$ cat config.mk
export PLATFORM = sky130hd
export DESIGN_NAME = segmented_fnv1a_hash_combine
export DESIGN_NICKNAME = d
export VERILOG_FILES = /design/src/sv/sfhc_pkg.sv /design/src/sv/sfhc_seg.sv /design/src/sv/segmented_fnv1a_hash_combine.sv
export SDC_FILE = /design/constraint.sdc
export NUM_CORES = 2
export LEC_CHECK = 0
export ABC_AREA = 0
export BUFFER_PORTS_ARGS = -buffer_cell sky130_fd_sc_hd__buf_4
export CAP_MARGIN = 15
export CORE_MARGIN = 2
export CORE_UTILIZATION = 59
export DETAILED_ROUTE_END_ITERATION = 6
export PLACE_DENSITY = 0.79
export SYNTH_ARGS = -nofsm -noshare
export SYNTH_HDL_FRONTEND = slang
export SYNTH_SLANG_ARGS = --single-unit
$ cat constraint.sdc
create_clock -name clk -period 6.31 [get_ports clk]
set_input_delay 0.9465 -clock clk [delete_from_list [all_inputs] [get_ports clk]]
set_output_delay 0.9465 -clock clk [all_outputs]
set_load 0.02 [all_outputs]
$ cat src/sv/sfhc_pkg.sv
package sfhc_pkg;

  localparam logic [63:0] FNV_BASIS = 64'hcbf29ce484222325;
  localparam logic [63:0] FNV_PRIME = 64'h00000100000001b3;
  localparam logic [63:0] GOLDEN    = 64'h9e3779b97f4a7c15;
  localparam logic [63:0] ONE64     = 64'd1;

  // control bits carried along with each word
  typedef struct packed {
    logic first;
    logic seed;
    logic close;
    logic msg_end;
  } seg_ctl_t;

  // multiply by the FNV prime 2^40 + 0x1b3 as a sum of shifted copies
  function automatic logic [63:0] fnv_mul(input logic [63:0] x);
    return (x << 40) + (x << 8) + (x << 7) + (x << 5) + (x << 4) + (x << 1) + x;
  endfunction

  function automatic logic [63:0] hash_fold(input logic [63:0] h, input logic [63:0] s);
    return h ^ (s + GOLDEN + (h << 6) + (h >> 2));
  endfunction

endpackage

$ cat src/sv/sfhc_seg.sv
module sfhc_seg (
  input  logic              clk,
  input  logic              rst,
  input  logic              load,
  input  logic [7:0]        data_byte,
  input  logic              byte_present,
  input  sfhc_pkg::seg_ctl_t ctl,
  output logic [63:0]       seg_out,
  output sfhc_pkg::seg_ctl_t ctl_out
);
  import sfhc_pkg::*;

  logic [63:0] seg;
  logic [63:0] seg_base;
  logic [63:0] seg_mixed;
  logic [63:0] seg_new;

  always_comb begin
    seg_base  = ctl.first ? FNV_BASIS : seg;
    seg_mixed = seg_base ^ {56'd0, data_byte};
    seg_new   = byte_present ? fnv_mul(seg_mixed) : seg_base;
  end

  // running segment state; closing a segment restarts from the basis
  always_ff @(posedge clk) begin
    if (rst) begin
      seg <= FNV_BASIS;
    end else if (load) begin
      seg <= ctl.close ? FNV_BASIS : seg_new;
    end
  end

  always_ff @(posedge clk) begin
    if (load) begin
      seg_out <= seg_new;
      ctl_out <= ctl;
    end
  end

endmodule

$ cat src/sv/segmented_fnv1a_hash_combine.sv
// A word accepted goes into the input register, then into the segment hash register,
// and a digest then goes into the output register.
// Throughput: one word per cycle unless stalled; FNV step and fold are each one register stage.
// While a digest waits, words keep flowing until the next message-ending word reaches the fold.
// Reset (rst, synchronous): running hash 0, segment hash at the offset basis, pipeline empty.
module segmented_fnv1a_hash_combine (
  input  logic        clk,
  input  logic        rst,
  input  logic        in_valid,
  output logic        in_ready,
  input  logic [7:0]  data_byte,
  input  logic        byte_present,
  input  logic        first_of_message,
  input  logic        seed_flag,
  input  logic        segment_end,
  input  logic        message_end,
  output logic        out_valid,
  input  logic        out_ready,
  output logic [63:0] digest
);
  import sfhc_pkg::*;

  // input register
  logic       v1;
  logic [7:0] byte1;
  logic       present1;
  seg_ctl_t   ctl1;

  // segment stage
  logic        v2;
  logic [63:0] seg2;
  seg_ctl_t    ctl2;

  logic [63:0] running;
  logic [63:0] h_base;
  logic [63:0] h_new;
  logic        out_free;
  logic        fold_fire;
  logic        adv2;
  logic        move1;
  logic        accept;

  always_comb begin
    out_free  = !out_valid || out_ready;
    fold_fire = v2 && (!ctl2.msg_end || out_free);
    adv2      = !v2 || fold_fire;
    move1     = v1 && adv2;
    in_ready  = !v1 || adv2;
    accept    = in_valid && in_ready;
  end

  always_ff @(posedge clk) begin
    if (rst) begin
      v1 <= 1'b0;
    end else if (accept) begin
      v1 <= 1'b1;
    end else if (move1) begin
      v1 <= 1'b0;
    end
  end

  always_ff @(posedge clk) begin
    if (accept) begin
      byte1         <= data_byte;
      present1      <= byte_present;
      ctl1.first    <= first_of_message;
      ctl1.seed     <= seed_flag;
      ctl1.close    <= segment_end | message_end;
      ctl1.msg_end  <= message_end;
    end
  end

  sfhc_seg u_seg (
    .clk          (clk),
    .rst          (rst),
    .load         (move1),
    .data_byte    (byte1),
    .byte_present (present1),
    .ctl          (ctl1),
    .seg_out      (seg2),
    .ctl_out      (ctl2)
  );

  always_ff @(posedge clk) begin
    if (rst) begin
      v2 <= 1'b0;
    end else if (adv2) begin
      v2 <= move1;
    end
  end

  always_comb begin
    h_base = ctl2.first ? {63'd0, ctl2.seed} : running;
    h_new  = ctl2.close ? hash_fold(h_base, seg2) : h_base;
  end

  always_ff @(posedge clk) begin
    if (rst) begin
      running <= 64'd0;
    end else if (fold_fire) begin
      running <= ctl2.msg_end ? 64'd0 : h_new;
    end
  end

  always_ff @(posedge clk) begin
    if (rst) begin
      out_valid <= 1'b0;
    end else if (fold_fire && ctl2.msg_end) begin
      out_valid <= 1'b1;
    end else if (out_ready) begin
      out_valid <= 1'b0;
    end
  end

  // a zero hash goes out as one
  always_ff @(posedge clk) begin
    if (fold_fire && ctl2.msg_end) begin
      digest <= (h_new == 64'd0) ? ONE64 : h_new;
    end
  end

endmodule

==> impl_table.tex <==
\begin{tabular}{lr}
\hline
Metric & Value \\
\hline
\multicolumn{2}{l}{\textbf{Setup path}} \\
Worst-path maximum fanout & 8 \\
Cell with the biggest individual delay on the critical path & sky130\_fd\_sc\_hd\_\_fa\_1 \\
Sort of element at the start of the critical path & flip-flop \\
Crit Reg-Reg Endpoint & u\_seg.seg[62] \\
Critical Path, Cell by Cell & buf\_6 > nor2\_4 > xnor2\_4 > buf\_4 > fa\_1 > fa\_1 > inv\_1 > fa\_1 > fa\_1 > inv\_1 > ha\_1 > a21oi\_2 > o21ai\_0 > or3\_1 > a21oi\_2 > a2111oi\_2 > buf\_4 > o21ai\_2 > a21oi\_2 > a311o\_2 > buf\_4 > nor4\_1 > o31ai\_1 \\
Reg-to-reg startpoint & ctl1[3] \\
Largest incremental delay on the critical path & 560 ps \\
Most numerous cell on the critical path & sky130\_fd\_sc\_hd\_\_fa\_1 \\
Flop-to-flop setup slack & 140 ps \\
Category of the most critical setup path & reg -> reg \\
WP data arrival & 6610 ps \\
Crit path capture type & flip-flop \\
Data required time of the worst path & 6750 ps \\
Worst reg-to-reg path cell count & 23 \\
\multicolumn{2}{l}{\textbf{Yosys}} \\
Distinct cell type count of the synthesized netlist & 90 \\
Async set-reset flop share out of synthesis & 0\% \\
Number of register bits inferred by synthesis & 276 \\
Most frequent cell after synthesis & sky130\_fd\_sc\_hd\_\_inv\_1 \\
Most instantiated cells after synthesis & sky130\_fd\_sc\_hd\_\_inv\_1 (510), sky130\_fd\_sc\_hd\_\_fa\_1 (281), sky130\_fd\_sc\_hd\_\_nor2\_1 (258), sky130\_fd\_sc\_hd\_\_ha\_1 (248), sky130\_fd\_sc\_hd\_\_a21oi\_1 (182) \\
Portion of the post-synthesis area used by sequential elements & 23.5\% \\
Post-synth EDFFs & 145 \\
Area share of the largest cell type after synthesis & 19.0\% \\
Post-synthesis instance area & 0.0297 mm\^{}2 \\
Mapped Cells & 3332 \\
Yosys Warn Count & 0 \\
Largest area contributor in the netlist & sky130\_fd\_sc\_hd\_\_fa\_1 \\
Dominant synthesized flop cell & sky130\_fd\_sc\_hd\_\_edfxtp\_1 \\
Synth Area per Inst & 8.90 um\^{}2 \\
Dominant cells by area after synthesis & sky130\_fd\_sc\_hd\_\_fa\_1 (19\%), sky130\_fd\_sc\_hd\_\_edfxtp\_1 (15\%), sky130\_fd\_sc\_hd\_\_ha\_1 (10\%) \\
Post-Synthesis Net Count & 3878 \\
\multicolumn{2}{l}{\textbf{Worst hold path}} \\
Class of the tightest hold or removal check & reg -> reg \\
Startpoint of the most critical hold path & ctl1[0] \\
Worst min-delay path endpoint & u\_seg.ctl\_out[0] \\
Hold Crit Depth & 0 \\
\multicolumn{2}{l}{\textbf{Clock tree}} \\
Post-CTS clock slew at the launch and capture registers of the worst setup and hold paths & 70 ps \\
Hold\_buf cts & 0 \\
Num CTS Buffers & 27 \\
Root Buffer Master & sky130\_fd\_sc\_hd\_\_clkbuf\_16 \\
Clock buffer depth & 3 \\
Clock insertion delay at the later pin of the skew report & 570 ps \\
CTS sink count & 276 \\
H-Tree Level Count & 1 \\
CTS tree & done \\
\multicolumn{2}{l}{\textbf{Place}} \\
Post-detail-place hpwl & 72000 um \\
Global placer's final weighted congestion & 1.00 \\
Count of input and output buffers & 82 \\
\multicolumn{2}{l}{\textbf{Drt}} \\
Average routed wire per standard cell & 21.2 um \\
DR vias & 26000 \\
Number of nets with antenna violations after detailed routing & 0 \\
DRC violation count after routing & 0 \\
First-pass detailed-route iteration total & 6 \\
Via density & 6.08 \\
Detailed Route WL & 90700 um \\
Iteration-0 DRC Markers & 2479 \\
\multicolumn{2}{l}{\textbf{Finish}} \\
Area added between synthesis and finish & 15.6\% \\
Area taken by flip-flops and latches & 0.00698 mm\^{}2 \\
Fraction of final layout cells sized beyond drive strength 1 & 16.0\% \\
Nets@finish & 4139 \\
Inserted Diodes & 0 \\
\# fillers & 3989 \\
Area occupied by multi-input gates & 0.0208 mm\^{}2 \\
\multicolumn{2}{l}{\textbf{Global route}} \\
All-Layer GR Usage & 34.5\% \\
Number of antenna violations at the first check in global routing & 1 \\
Vias in the first global route & 25800 \\
Gr ovfl total & 0 \\
Pin count of the biggest net entering global routing & 71 \\
Global-route wire length before repair & 142000 um \\
\multicolumn{2}{l}{\textbf{Floorplan}} \\
Area enclosed by the die boundary & 0.0521 mm\^{}2 \\
Overall die width & 228 um \\
Ports placed on the boundary & 83 \\
Overall die height & 228 um \\
Core box area & 0.0499 mm\^{}2 \\
Number of placement rows & 82 \\
Initial Utilization & 59.5\% \\
\multicolumn{2}{l}{\textbf{Timing}} \\
Final Cycle Share & 97.8\% \\
Final setup vio count & 0 \\
Number of max-slew violations in the final report & 0 \\
FMAX & 162 MHz \\
RSZ-0062 raised after global routing & yes \\
Slew headroom & 39.4\% \\
Total negative slack for setup checks & 0 ps \\
Transition time of the tightest slew-check pin & 910 ps \\
Worst-case hold slack & 421 ps \\
Clock skew after layout & 24.4 ps \\
Post-layout minimum cycle time & 6170 ps \\
Final count of hold timing violations & 0 \\
\multicolumn{2}{l}{\textbf{Job}} \\
Reported max-cap violation count & 0 \\
\multicolumn{2}{l}{\textbf{Run status}} \\
Status & completed \\
\hline
\end{tabular}
-- sequential cells by signal (all words and copies together) (netlist names) --
signal and count:
u_seg.ctl_out 4, byte1 8, digest 64, v2 1, present1 1, running 64
v1 1, u_seg.seg_out 64, u_seg.seg 64, out_valid 1, ctl1 4
-- worst max-delay path, delay by kind of cell, from the launching register on --
family	cells	cell delay, ps
DFF	1	530
buffers and inverters	6	890
AOI/OAI and AO/OA	8	1420
adders and majority gates	5	2220
and+or+nand+nor	3	820
xor gates and xnor gates	1	180
-- cells by family (layout without fill, tap and decap cells) --
group,after synthesis,count (layout),share of synthesized area [%]
xor+xnor,155,155,4.58
flops,276,276,23.5
mux,22,22,0.768
compound gates,748,748,17.1
simple gates,939,939,16.1
fa+ha+maj,533,533,29.6
buf+inv,659,940,8.41
-- how the worst max path moves through the flow --
stage	startpoint	endpoint	slack, ps
6_report	ctl1[3]	u_seg.seg[62]	140
5_1_grt	ctl1[3]	u_seg.seg[61]	-60
4_1_cts	ctl1[3]	u_seg.seg_out[60]	0.7
3_5_place_dp	ctl1[3]	u_seg.seg_out[60]	-200
3_3_place_gp	ctl1[3]	u_seg.seg_out[62]	-110
2_1_floorplan	ctl1[3]	u_seg.seg_out[60]	120
-- metal layers --
layer / GRT usage, % / vias up / part of all wire (%)
met5: 0 / - / 0.014
met4: 10.0 / 2 / 3.0
met3: 8.88 / 141 / 10
met2: 52.0 / 1186 / 43
met1: 49.1 / 12800 / 43
li1: - / 11900 / -
-- final cells by class --
class,count,area share (%)
multi-input combinational,2397,60.6
sequential,276,20.3
timing repair buffer,378,8.49
inverter,513,5.63
tap,672,2.45
clock buffer,35,2.12
clock inverter,14,0.401
-- repair_timing --
| action | in CTS | in global routing |
|---|---|---|
| pin swaps | 3 | 25 |
| gates cloned | 0 | 2 |
| setup endpoints to repair | 15 | 43 |
| gates resized for setup | 15 | 111 |
| setup buffers | 2 | 9 |
-- cells in the final DEF (no fill, tap or decap), types with 12 or more instances in the layout --
| master | count |
|---|---|
| sky130_fd_sc_hd__and4_1 | 13 |
| sky130_fd_sc_hd__nand4_1 | 46 |
| sky130_fd_sc_hd__dfxtp_1 | 131 |
| sky130_fd_sc_hd__nor4_1 | 19 |
| sky130_fd_sc_hd__xor2_1 | 48 |
| sky130_fd_sc_hd__a21oi_1 | 171 |
| sky130_fd_sc_hd__buf_4 | 369 |
| sky130_fd_sc_hd__o211ai_1 | 23 |
| sky130_fd_sc_hd__o21bai_1 | 23 |
| sky130_fd_sc_hd__and3_1 | 36 |
| sky130_fd_sc_hd__or3_1 | 24 |
| sky130_fd_sc_hd__nor2_1 | 247 |
| sky130_fd_sc_hd__edfxtp_1 | 145 |
| sky130_fd_sc_hd__inv_1 | 502 |
| sky130_fd_sc_hd__nand3_1 | 74 |
| sky130_fd_sc_hd__nor3_1 | 57 |
| sky130_fd_sc_hd__nor2b_1 | 36 |
| sky130_fd_sc_hd__o21ai_0 | 115 |
| sky130_fd_sc_hd__nand2b_1 | 98 |
| sky130_fd_sc_hd__nand2_1 | 168 |
| sky130_fd_sc_hd__a21o_1 | 89 |
| sky130_fd_sc_hd__xnor2_1 | 97 |
| sky130_fd_sc_hd__a211oi_1 | 16 |
| sky130_fd_sc_hd__clkbuf_16 | 28 |
| sky130_fd_sc_hd__ha_1 | 235 |
| sky130_fd_sc_hd__o22ai_1 | 18 |
| sky130_fd_sc_hd__a22oi_1 | 91 |
| sky130_fd_sc_hd__or4_1 | 12 |
| sky130_fd_sc_hd__a31oi_1 | 14 |
| sky130_fd_sc_hd__o21a_1 | 24 |
| sky130_fd_sc_hd__fa_1 | 279 |
| sky130_fd_sc_hd__or2_2 | 24 |
| sky130_fd_sc_hd__mux2i_1 | 16 |
| sky130_fd_sc_hd__nand3b_1 | 18 |
-- per-stage QoR --
step | setup slack, ps | cells | cell area [um^2] | utilization, %
after floorplan | 117 | 3332 | 29700 | -
after global placement | -114 | 4222 | 32700 | 65.7
after detailed placement | -197 | 4222 | 32700 | 65.7
after CTS | 0.701 | 4273 | 33700 | 67.5
after global routing | -58.0 | 4285 | 34300 | 68.8
final | 140 | 4285 | 34300 | 68.8
Power is left out: the tool's default activity adds up to more than one toggle a clock period on the data nets, which glitch-free logic cannot reach.
